[config.mk]
export PLATFORM = sky130hd
export DESIGN_NAME = dotted_ipv4_text_parser_top_flat
export DESIGN_NICKNAME = d
export VERILOG_FILES = /design/src/design/dip_pkg.sv /design/src/design/dip_in_if.sv /design/src/design/dip_out_if.sv /design/src/design/dip_in_reg.sv /design/src/design/dip_core.sv /design/src/design/dotted_ipv4_text_parser_top.sv /design/src/flat_wrapper.sv
export SDC_FILE = /design/constraint.sdc
export NUM_CORES = 1
export LEC_CHECK = 0
export BUFFER_PORTS_ARGS = -buffer_cell sky130_fd_sc_hd__buf_2
export CAP_MARGIN = 20
export CORE_AREA = 2 2 153 155
export DETAILED_ROUTE_END_ITERATION = 10
export DIE_AREA = 0 0 155 157
export PLACE_DENSITY = 0.64
export SLEW_MARGIN = 15
export SYNTH_ARGS = -nofsm -noshare
export SYNTH_HDL_FRONTEND = slang
export SYNTH_SLANG_ARGS = --single-unit
[constraint.sdc]
create_clock -name clk -period 6.28 [get_ports clk]
set_clock_uncertainty 0.2 [all_clocks]
set_input_delay 1.256 -clock clk [delete_from_list [all_inputs] [get_ports clk]]
set_output_delay 1.256 -clock clk [all_outputs]
set_load 0.01 [all_outputs]
[src/design/dip_pkg.sv]
// Package for the dotted IPv4 text parser: phase and radix codes, part masks,
// and the input stage to core handoff struct. No dependencies.
package dip_pkg;

  // Parse phase of the current part
  typedef enum logic [2:0] {
    PH_START  = 3'd0,
    PH_ZERO   = 3'd1,
    PH_DIGITS = 3'd2,
    PH_DONE   = 3'd3,
    PH_FAIL   = 3'd4
  } phase_t;

  // Number base of the current part
  typedef enum logic [1:0] {
    RADIX_DEC = 2'd0,
    RADIX_OCT = 2'd1,
    RADIX_HEX = 2'd2
  } radix_t;

  localparam int unsigned MAX_PARTS = 4;

  // Masks for the last part of an 8.24, 8.8.16 or 8.8.8.8 address
  localparam logic [31:0] MASK_24 = 32'h00ff_ffff;
  localparam logic [31:0] MASK_16 = 32'h0000_ffff;
  localparam logic [31:0] MASK_8  = 32'h0000_00ff;

  localparam logic [31:0] ADDR_ERROR = 32'hffff_ffff;

  // Character held in the input register
  typedef struct packed {
    logic       valid;
    logic [7:0] text_char;
    logic       last_char;
  } dip_stage_t;

endpackage

[src/design/dip_in_if.sv]
// Character channel: valid/ready handshake carrying one text character.
// Depends on nothing.
interface dip_in_if;
  logic       valid;
  logic       ready;
  logic [7:0] text_char;
  logic       last_char;

  modport source (output valid, output text_char, output last_char, input ready);
  modport sink   (input valid, input text_char, input last_char, output ready);
endinterface

[src/design/dip_out_if.sv]
// Result channel: valid/ready handshake carrying one parsed address.
// Depends on nothing.
interface dip_out_if;
  logic        valid;
  logic        ready;
  logic [31:0] address;
  logic        error;

  modport source (output valid, output address, output error, input ready);
  modport sink   (input valid, input address, input error, output ready);
endinterface

[src/design/dip_in_reg.sv]
// Input register of the parser: captures one character per transfer.
// Depends on dip_pkg and dip_in_if.
module dip_in_reg
  import dip_pkg::*;
(
  input  logic       clk,
  input  logic       rst,
  dip_in_if.sink     chars,
  input  logic       advance,
  output dip_stage_t stage
);

  // Take a new character when empty or when the held one moves on
  assign chars.ready = !stage.valid || advance;

  always_ff @(posedge clk) begin
    if (rst) begin
      stage.valid <= 1'b0;
    end else if (chars.ready) begin
      stage.valid <= chars.valid;
    end
    if (chars.ready) begin
      stage.text_char <= chars.text_char;
      stage.last_char <= chars.last_char;
    end
  end

endmodule

[src/design/dip_core.sv]
// Parse state update and result register of the parser.
// Depends on dip_pkg and dip_out_if.
module dip_core
  import dip_pkg::*;
(
  input  logic       clk,
  input  logic       rst,
  input  dip_stage_t stage,
  output logic       advance,
  dip_out_if.source  results
);

  phase_t      phase, phase_next;
  radix_t      radix, radix_next;
  logic [31:0] part_value, part_value_next;
  logic [2:0]  part_count, part_count_next;
  // Only the low byte of the first three parts ever reaches the address
  logic [7:0]  parts [3];
  logic [7:0]  parts_next [3];

  logic [31:0] address_next;
  logic        error_next;
  logic        load;

  logic [7:0]  c;
  logic [3:0]  digit;
  logic        is_blank, is_dec, is_lower, is_upper;

  assign c = stage.text_char;

  // A character moves on unless it ends a string and the result slot is full
  assign advance = stage.valid && (!stage.last_char || !results.valid || results.ready);
  assign load    = advance && stage.last_char;

  // Character classes
  always_comb begin
    is_blank = (c == 8'h00) || (c == 8'h20) || (c inside {[8'h09:8'h0d]});
    is_dec   = c inside {["0":"9"]};
    is_lower = c inside {["a":"f"]};
    is_upper = c inside {["A":"F"]};
    if (is_lower) begin
      digit = 4'(c - 8'h57);
    end else if (is_upper) begin
      digit = 4'(c - 8'h37);
    end else begin
      digit = 4'(c - 8'h30);
    end
  end

  // Next parse state for one character
  always_comb begin
    phase_next      = phase;
    radix_next      = radix;
    part_value_next = part_value;
    part_count_next = part_count;
    parts_next      = parts;
    if (phase != PH_DONE && phase != PH_FAIL) begin
      if (is_blank) begin
        phase_next = PH_DONE;
      end else if (phase == PH_START && c == "0") begin
        radix_next = RADIX_OCT;
        phase_next = PH_ZERO;
      end else if ((phase == PH_START || phase == PH_ZERO) && (c == "x" || c == "X")) begin
        radix_next = RADIX_HEX;
        phase_next = PH_DIGITS;
      end else if (c == ".") begin
        if (part_count >= 3'(MAX_PARTS)) begin
          phase_next = PH_FAIL;
        end else begin
          // A fourth stored part is never packed, so it needs no storage
          if (part_count < 3'(MAX_PARTS - 1)) begin
            parts_next[part_count[1:0]] = part_value[7:0];
          end
          part_count_next = part_count + 3'd1;
          part_value_next = '0;
          radix_next      = RADIX_DEC;
          phase_next      = PH_START;
        end
      end else if (is_dec || (radix == RADIX_HEX && (is_lower || is_upper))) begin
        case (radix)
          RADIX_HEX: part_value_next = {part_value[27:0], 4'b0} + 32'(digit);
          RADIX_OCT: part_value_next = {part_value[28:0], 3'b0} + 32'(digit);
          default:   part_value_next = {part_value[28:0], 3'b0}
                                     + {part_value[30:0], 1'b0} + 32'(digit);
        endcase
        phase_next = PH_DIGITS;
      end else begin
        phase_next = PH_FAIL;
      end
    end
  end

  // Pack the parts; the current part value is the final part
  always_comb begin
    error_next = (phase_next == PH_FAIL) || (part_count_next >= 3'(MAX_PARTS));
    case (part_count_next)
      3'd0:    address_next = part_value_next;
      3'd1:    address_next = {parts_next[0], 24'b0} | (part_value_next & MASK_24);
      3'd2:    address_next = {parts_next[0], parts_next[1], 16'b0}
                            | (part_value_next & MASK_16);
      3'd3:    address_next = {parts_next[0], parts_next[1], parts_next[2], 8'b0}
                            | (part_value_next & MASK_8);
      default: address_next = ADDR_ERROR;
    endcase
    if (error_next) begin
      address_next = ADDR_ERROR;
    end
  end

  // Parse state registers; cleared after each string
  always_ff @(posedge clk) begin
    if (rst || load) begin
      phase      <= PH_START;
      radix      <= RADIX_DEC;
      part_value <= '0;
      part_count <= '0;
    end else if (advance) begin
      phase      <= phase_next;
      radix      <= radix_next;
      part_value <= part_value_next;
      part_count <= part_count_next;
    end
    if (advance) begin
      parts <= parts_next;
    end
  end

  // Result register
  always_ff @(posedge clk) begin
    if (rst) begin
      results.valid <= 1'b0;
    end else if (load) begin
      results.valid <= 1'b1;
    end else if (results.ready) begin
      results.valid <= 1'b0;
    end
    if (load) begin
      results.address <= address_next;
      results.error   <= error_next;
    end
  end

endmodule

[src/design/dotted_ipv4_text_parser_top.sv]
// Top level of the dotted IPv4 text parser: input register plus parse core.
// Depends on dip_pkg, dip_in_if, dip_out_if, dip_in_reg and dip_core.
//
// Feed the address text one character per transfer on chars, with last_char
// set on the final character; one result (address, error) follows for each
// string. The block takes one character every cycle unless a final character
// waits on a full result register. Each character passes the input register
// and one short update of the parse state (a shift-add into the part value)
// before the result register. NUL or whitespace ends the text early; on any
// error the address is all ones and error is set.
module dotted_ipv4_text_parser_top
  import dip_pkg::*;
(
  input  logic      clk,
  input  logic      rst,
  dip_in_if.sink    chars,
  dip_out_if.source results
);

  dip_stage_t stage;
  logic       advance;

  dip_in_reg u_in_reg (
    .clk     (clk),
    .rst     (rst),
    .chars   (chars),
    .advance (advance),
    .stage   (stage)
  );

  dip_core u_core (
    .clk     (clk),
    .rst     (rst),
    .stage   (stage),
    .advance (advance),
    .results (results)
  );

endmodule

[src/flat_wrapper.sv]
// flat-port wrapper written by rule: the top's interface ports become plain ports
module dotted_ipv4_text_parser_top_flat import dip_pkg::*;
  (clk, rst, chars_valid, chars_text_char, chars_last_char, chars_ready, results_valid, results_address, results_error, results_ready);
  dip_in_if chars_i ();
  dip_out_if results_i ();
  input  logic clk;
  input  logic rst;
  input wire logic [$bits(chars_i.valid)-1:0] chars_valid;
  input wire logic [$bits(chars_i.text_char)-1:0] chars_text_char;
  input wire logic [$bits(chars_i.last_char)-1:0] chars_last_char;
  output wire logic [$bits(chars_i.ready)-1:0] chars_ready;
  output wire logic [$bits(results_i.valid)-1:0] results_valid;
  output wire logic [$bits(results_i.address)-1:0] results_address;
  output wire logic [$bits(results_i.error)-1:0] results_error;
  input wire logic [$bits(results_i.ready)-1:0] results_ready;
  assign chars_i.valid = chars_valid;
  assign chars_i.text_char = chars_text_char;
  assign chars_i.last_char = chars_last_char;
  assign chars_ready = chars_i.ready;
  assign results_valid = results_i.valid;
  assign results_address = results_i.address;
  assign results_error = results_i.error;
  assign results_i.ready = results_ready;
  dotted_ipv4_text_parser_top u_core (.clk(clk), .rst(rst), .chars(chars_i), .results(results_i));
endmodule
# Yosys cells after proc, flatten, opt, wreduce, memory -nomap -nowiden
# Index checks and enable logic that the tools add are counted.
# Widths: inputs -> output; s select.
[totals]
register_bits = 108
input_bits = 13
elab_cells = 125
[classes]
add_sub_neg = 8
n_lt_le_gt_ge = 13
n_eq_ne = 15
n_mux = 40
bitwise_logic = 5
n_reduce_logical = 31
[op_table]
columns = ["cell", "n"]
rows = [
  ["$mux 32", 7],
  ["$mux 24", 7],
  ["$pmux 32 s4", 1],
  ["$add 32x4->32", 3],
  ["$pmux 32 s2", 1],
  ["$mux 3", 13],
  ["$add 32x32->32", 1],
  ["$or 32x16->32", 1],
  ["$or 32x24->32", 1],
  ["$or 32x8->32", 1],
  ["$bwmux 24", 1],
  ["$eq 8x6->1 const B", 3],
  ["$demux 8 s2", 1],
  ["$eq 8x7->1 const B", 2],
  ["$ge 8x7->1 const B", 2],
  ["$le 8x7->1 const B", 2],
  ["$logic_and 1x1->1", 11],
  ["$logic_or 1x1->1", 11],
  ["$ge 3x3->1 const B", 3],
  ["$ge 8x4->1 const B", 1],
  ["$ge 8x6->1 const B", 1],
  ["$le 8x4->1 const B", 1],
  ["$le 8x6->1 const B", 1],
  ["$logic_not 8->1", 1],
  ["other kinds (23)", 35],
]

# Longest topological paths before layout
[depth]
word_depth = 15
depth_mapped = 19

# By module
# From an unflattened synthesis, not the netlist that was laid out.
[hier_totals]
hier_cells = 1008
area_unflattened_um2 = 8882.3
[by_module_without_submodules]
columns = ["module", "instances", "cells_each", "area_per_inst_um2", "seq_area_each_um2"]
rows = [
  ["dip_core", 1, 995, 8565.7, 2532.4],
  ["dip_in_reg", 1, 13, 316.6, 290.3],
]

# Worst setup path after synthesis
# No wires, ideal clock.
[synth_timing]
path_type = "flip-flop to flip-flop"
start = "reg, netlist name u_core.u_in_reg.stage[1]"
end = "reg u_core.u_core.results.address[30] (data pin)"
setup_ps = 266
arrival_time_ps = 4195
required_time_ps = 5814
path_slack_ps = 1620
stages_incl_launch_ff = 18
path_cell_list = "edfxtp_1 > inv_1 > ha_1 > nor3b_1 > nor4_1 > and2_2 > or2_2 > fa_1 > fa_1 > a21o_1 > nand4_1 > a21oi_1 > o211ai_1 > o31ai_4 > a31oi_1 > mux2i_1 > nor3_1 > or3b_1"
[synth_between]
elab_chain_len = 13
word_cells_on_any_way = 68
cone_classes = "6 x add/sub; 9 x order compare; 9 x eq/ne; 26 x mux; 3 x bitwise; 15 x reduce/logical"
[synth_rtl]
columns = ["element", "line", "source"]
rows = [
  ["$ge 8x7->1 (tied with other cells)", "dip_core.sv:40", "is_upper = c inside {[\"A\":\"F\"]};"],
  ["$logic_and 1x1->1 (on tied branches)", "dip_core.sv:40, dip_core.sv:39", ""],
  ["$mux 4 or $logic_or 1x1->1 (tied branches)", "dip_core.sv:43, dip_core.sv:79", ""],
  ["$mux 4 or $logic_and 1x1->1 (tied branches)", "dip_core.sv:41, dip_core.sv:79", ""],
  ["$add 32x4->32 (tied with other cells)", "dip_core.sv:84", "+ {part_value[30:0], 1'b0} + 32'(digit);"],
  ["$pmux 32 s2 or $mux 3 (tied branches)", "dip_core.sv:80, dip_core.sv:79", ""],
  ["$mux 32 or $mux 3 (tied branches)", "dip_core.sv:79, dip_core.sv:66", ""],
  ["$mux 32 or $mux 3 (tied branches)", "dip_core.sv:66, dip_core.sv:63", ""],
  ["$mux 32 or $mux 3 (tied branches)", "dip_core.sv:63, dip_core.sv:60", ""],
  ["$mux 32 or $mux 3 (tied branches)", "dip_core.sv:60, dip_core.sv:58", ""],
  ["$mux 32 or $mux 3 (tied branches)", "dip_core.sv:58, dip_core.sv:57", ""],
  ["$mux 32 or $eq 3x3->1 (tied branches)", "dip_core.sv:57, dip_core.sv:95", ""],
  ["$pmux 32 s4 or $logic_or 1x1->1 (tied branches)", "dip_core.sv:96, dip_core.sv:95", ""],
  ["end signal: assignment", "dip_core.sv:138", "results.address <= address_next;"],
  ["end: declaration", "dip_out_if.sv:9", "modport source (output valid, output address, output error, input ready);"],
]
# Several ways; a longest one is shown, not always the timed one.
# A chain may end at the register's enable or synchronous reset.

# Final worst setup path
[layout_timing]
start = "reg, netlist name u_core.u_in_reg.stage[1]"
end = "reg u_core.u_core.results.address[30] (data pin)"
[layout_between]
elab_chain_len = 13
word_cells_on_any_way = 68
cone_classes = "6 x add/sub; 9 x order compare; 9 x eq/ne; 26 x mux; 3 x bitwise; 15 x reduce/logical"
[layout_rtl]
columns = ["element", "line"]
rows = [
  ["$ge 8x7->1 (tied with other cells)", "dip_core.sv:40"],
  ["$logic_and 1x1->1 (on tied branches)", "dip_core.sv:40, dip_core.sv:39"],
  ["$mux 4 or $logic_or 1x1->1 (tied branches)", "dip_core.sv:43, dip_core.sv:79"],
  ["$mux 4 or $logic_and 1x1->1 (tied branches)", "dip_core.sv:41, dip_core.sv:79"],
  ["$add 32x4->32 (tied with other cells)", "dip_core.sv:84"],
  ["$pmux 32 s2 or $mux 3 (tied branches)", "dip_core.sv:80, dip_core.sv:79"],
  ["$mux 32 or $mux 3 (tied branches)", "dip_core.sv:79, dip_core.sv:66"],
  ["$mux 32 or $mux 3 (tied branches)", "dip_core.sv:66, dip_core.sv:63"],
  ["$mux 32 or $mux 3 (tied branches)", "dip_core.sv:63, dip_core.sv:60"],
  ["$mux 32 or $mux 3 (tied branches)", "dip_core.sv:60, dip_core.sv:58"],
  ["$mux 32 or $mux 3 (tied branches)", "dip_core.sv:58, dip_core.sv:57"],
  ["$mux 32 or $eq 3x3->1 (tied branches)", "dip_core.sv:57, dip_core.sv:95"],
  ["$pmux 32 s4 or $logic_or 1x1->1 (tied branches)", "dip_core.sv:96, dip_core.sv:95"],
]
# Several ways; a longest one is shown, not always the timed one.

==> impl_metrics.toml <==
[global_route]
globalRouteOverflowTotal = 0
track_usage_pct = 18.85
grt_max_degree = 54
grt_pass1_wl_um = 36610
grt_pass1_vias = 6731
antenna_found_initial = 0

[routing]
drc = 0
routed_wl_um = 22790
antenna_left = 0
detail_route.iter0.violations = 620
drt-pass1-iter-count = 7
vias_per_cell = 5.897
vias = 7100
wl_per_cell_um = 18.93

[worst_setup_path]
cp_max_fo = 6
setup.worst_path.class = "flop to flop"
cp-start-kind = "flop"
crit_family = "compound AO/OA/AOI/OAI gates"
cp_common_cell = "ha_1"
end_kind = "flop"
cp_data_arrival_time_ns = 5.08
ff2ff_setup_slack_ns = 1.11
path_buf_inv = 1
path_cells = "inv_1 -> ha_1 -> nor3b_1 -> nor4_1 -> and2_2 -> nand2_1 -> xnor2_1 -> ha_1 -> ha_1 -> fa_1 -> a21o_1 -> nand4_1 -> a21oi_1 -> o211ai_1 -> o31ai_4 -> a31oi_1 -> mux2i_1 -> nor3_1 -> or3b_1"
critPathMaxStageDelay_ns = 0.47
required_ns = 6.19
critPathSlowestCell = "o211ai_1"

[floorplan]
die_w_um = 155
fp.dieH_um = 157
core_area_mm2 = 0.02250
start_util_pct = 36.88
num_io_pins = 48
row_count = 55
die_area_mm2 = 0.02434

[sta]
rsz0062_at_grt = "false"
tightest_slew_ns = 1.001
period_share_pct = 82.32
finalHoldViolations = 0
tns_ns = 0
slew_headroom_pct = 33.27
slew_violations = 0
finalCriticalPeriod_ns = 5.170
setup_viol = 0
clock.fmax_mhz = 193.4

[clocking]
cts_root_buf = "clkbuf_16"
worstSkewPairLatency_ns = 0.35
cts.repair.resized = 0
tritoncts = "yes"
postCtsSetupBuffers = 0
htreeDepth = 3
cts.path.max_buffers = 2
cts_hold_buf = 0
cts.sinks = 108
clkSlewWorstSetupHoldPaths_ns = 0.08
cts_buffers = 9

[placement]
portBuffers = 47
gp_congestion = 0.8612
hpwlAfterDp_um = 16620

[yosys]
async_reset_ff_share_pct = 0
syn_area_mm2 = 0.008299
yosysSeqAreaShare_pct = 34.01
synth_cells = 898
yosysTopAreaCell = "edfxtp_1"
syn-num-nets = 984
avgSynthCellArea_um2 = 9.242
yosysTopAreaCellShare_pct = 23.88
synthTopCellsByArea = "edfxtp_1 (24%), ha_1 (11%), dfxtp_1 (10%)"
ys.flop_type = "edfxtp_1"
synth-edff-count = 66
ys_ff_latch = 108
synth_cell_types = 98
yosysWarnings = 0

[final_layout]
drive_gt1_share_pct = 13.93
n_antenna_cell = 0
final_nets = 1000
fin_util_pct = 39.86
area_growth_pct = 8.081

[power_and_ir_drop]
power.total_mw = 1.537
p_leak_nw = 3.430
peakVddDrop_mv = 0.1144
power-per-cell-area_mw_per_mm2 = 171.3

[job]
maxCapViolations = 0

[status]
status = "finished clean"

[hold_path]
hold_path_class = "flop to flop"
==> report_power, final <==
group          total, mW  switching [mW]  internal, mW
clock network      0.584           0.272         0.313
registers          0.797          0.0264         0.771
logic              0.155          0.0996        0.0556
==> per-stage QoR <==
step / cells / setup slack [ns] / hold WS (ns) / instance area (um^2)
2_1_floorplan: 898 / 1.620 / 0.2485 / 8299
3_3_place_gp: 1187 / 1.271 / 0.2684 / 8662
3_5_place_dp: 1187 / 1.127 / 0.2782 / 8662
4_1_cts: 1203 / 1.128 / 0.2891 / 8962
5_1_grt: 1204 / 0.7397 / 0.2981 / 8970
6_report: 1204 / 1.110 / 0.2934 / 8970
==> worst min-delay path, cell delays in order, from the launching register on <==
cell and delay [ns]:
dfxtp_1 0.33, nand2_1 0.06, a21oi_1 0.05
==> final timing paths <==
path	startpoint	to	cells after the start
min reg2reg	u_core.u_core.part_value[29]	u_core.u_core.part_value[29]	2
min	u_core.u_core.part_value[29]	u_core.u_core.part_value[29]	2
max	u_core.u_in_reg.stage[1]	u_core.u_core.results.address[30]	19
max reg2reg	u_core.u_in_reg.stage[1]	u_core.u_core.results.address[30]	19
==> kinds of logic after synthesis <==
family / share of synthesized area [%]
fa+ha+maj: 11.19
compound gates: 23.47
mux: 4.131
buf+inv: 4.628
simple gates: 18.35
flops: 34.01
xor+xnor: 4.221
==> final cells by class <==
| type | instances | area [um^2] |
|---|---|---|
| inverter | 29 | 108.9 |
| multi-input combinational | 712 | 5094 |
| tap | 285 | 356.6 |
| fill | 2204 | 13530 |
| clock inverter | 7 | 75.07 |
| sequential | 108 | 2823 |
| timing repair buffer | 54 | 287.8 |
| clock buffer | 9 | 225.2 |
==> layout by cell type, fill, tap and decap left out, types with 6 or more instances in the layout <==
cell type  instances
edfxtp_1          66
nand2_1           89
a21o_1            15
ha_1              71
nor3b_1            6
inv_1             26
nor3_1            18
nor2_1            59
a21oi_1           71
xor2_1            15
mux2i_1           14
nand4_1            9
nand2b_1          12
a22oi_1           16
nand3_1           31
a221o_1            6
buf_2             47
o21bai_1           6
a31oi_1            9
clkbuf_16          9
mux2_2            18
o211ai_1          15
a32o_1             6
a211oi_1          21
o21ai_0           39
buf_4              7
and3_1             7
dfxtp_1           42
and2_1             6
a221oi_1           9
xnor2_1           25
==> per-layer routing <==
layer  track usage (%)  part of all wire [%]  vias to the layer above
li1                  -                     -                     3438
met1             25.98                    46                     3399
met2             30.96                    46                      225
met3             2.478                   5.0                       38
met4             5.467                   2.1                        0
met5                 0                     0                        -
==> state kept, by name, indices dropped and copies added, names as in the netlist <==
| name | cells |
|---|---|
| u_core.u_core.part_value | 32 |
| u_core.u_core.results.address | 32 |
| u_core.u_core.parts | 24 |
| u_core.u_in_reg.stage | 10 |
| u_core.u_core.part_count | 3 |
| u_core.u_core.phase | 3 |
| u_core.u_core.radix | 2 |
| u_core.u_core.results.error | 1 |
| u_core.u_core.results.valid | 1 |
==> cells in the mapped netlist, types with 4 or more instances <==
cell	n
a2111oi_0	4
a21oi_1	71
ha_1	71
buf_2	8
and2_1	6
nand2_1	89
a211o_1	4
o31ai_1	5
a221oi_1	9
a21o_1	15
mux2_2	18
o221ai_1	4
o21a_1	5
nor4_1	5
nand3_1	31
o211ai_1	15
and3_1	8
nand4_1	9
a32oi_1	5
nor2_1	59
a22oi_1	16
dfxtp_1	42
a32o_1	6
o21bai_1	6
xor2_1	15
a221o_1	6
clkbuf_1	28
nor3b_1	6
inv_1	26
xnor2_1	25
mux2i_1	14
o21ai_0	39
or2_2	5
edfxtp_1	66
nand2b_1	12
nor3_1	18
buf_6	4
clkbuf_8	4
a31oi_1	9
a211oi_1	21
nor2b_1	5
No activity file was read; power rests on OpenSTA's default activity.
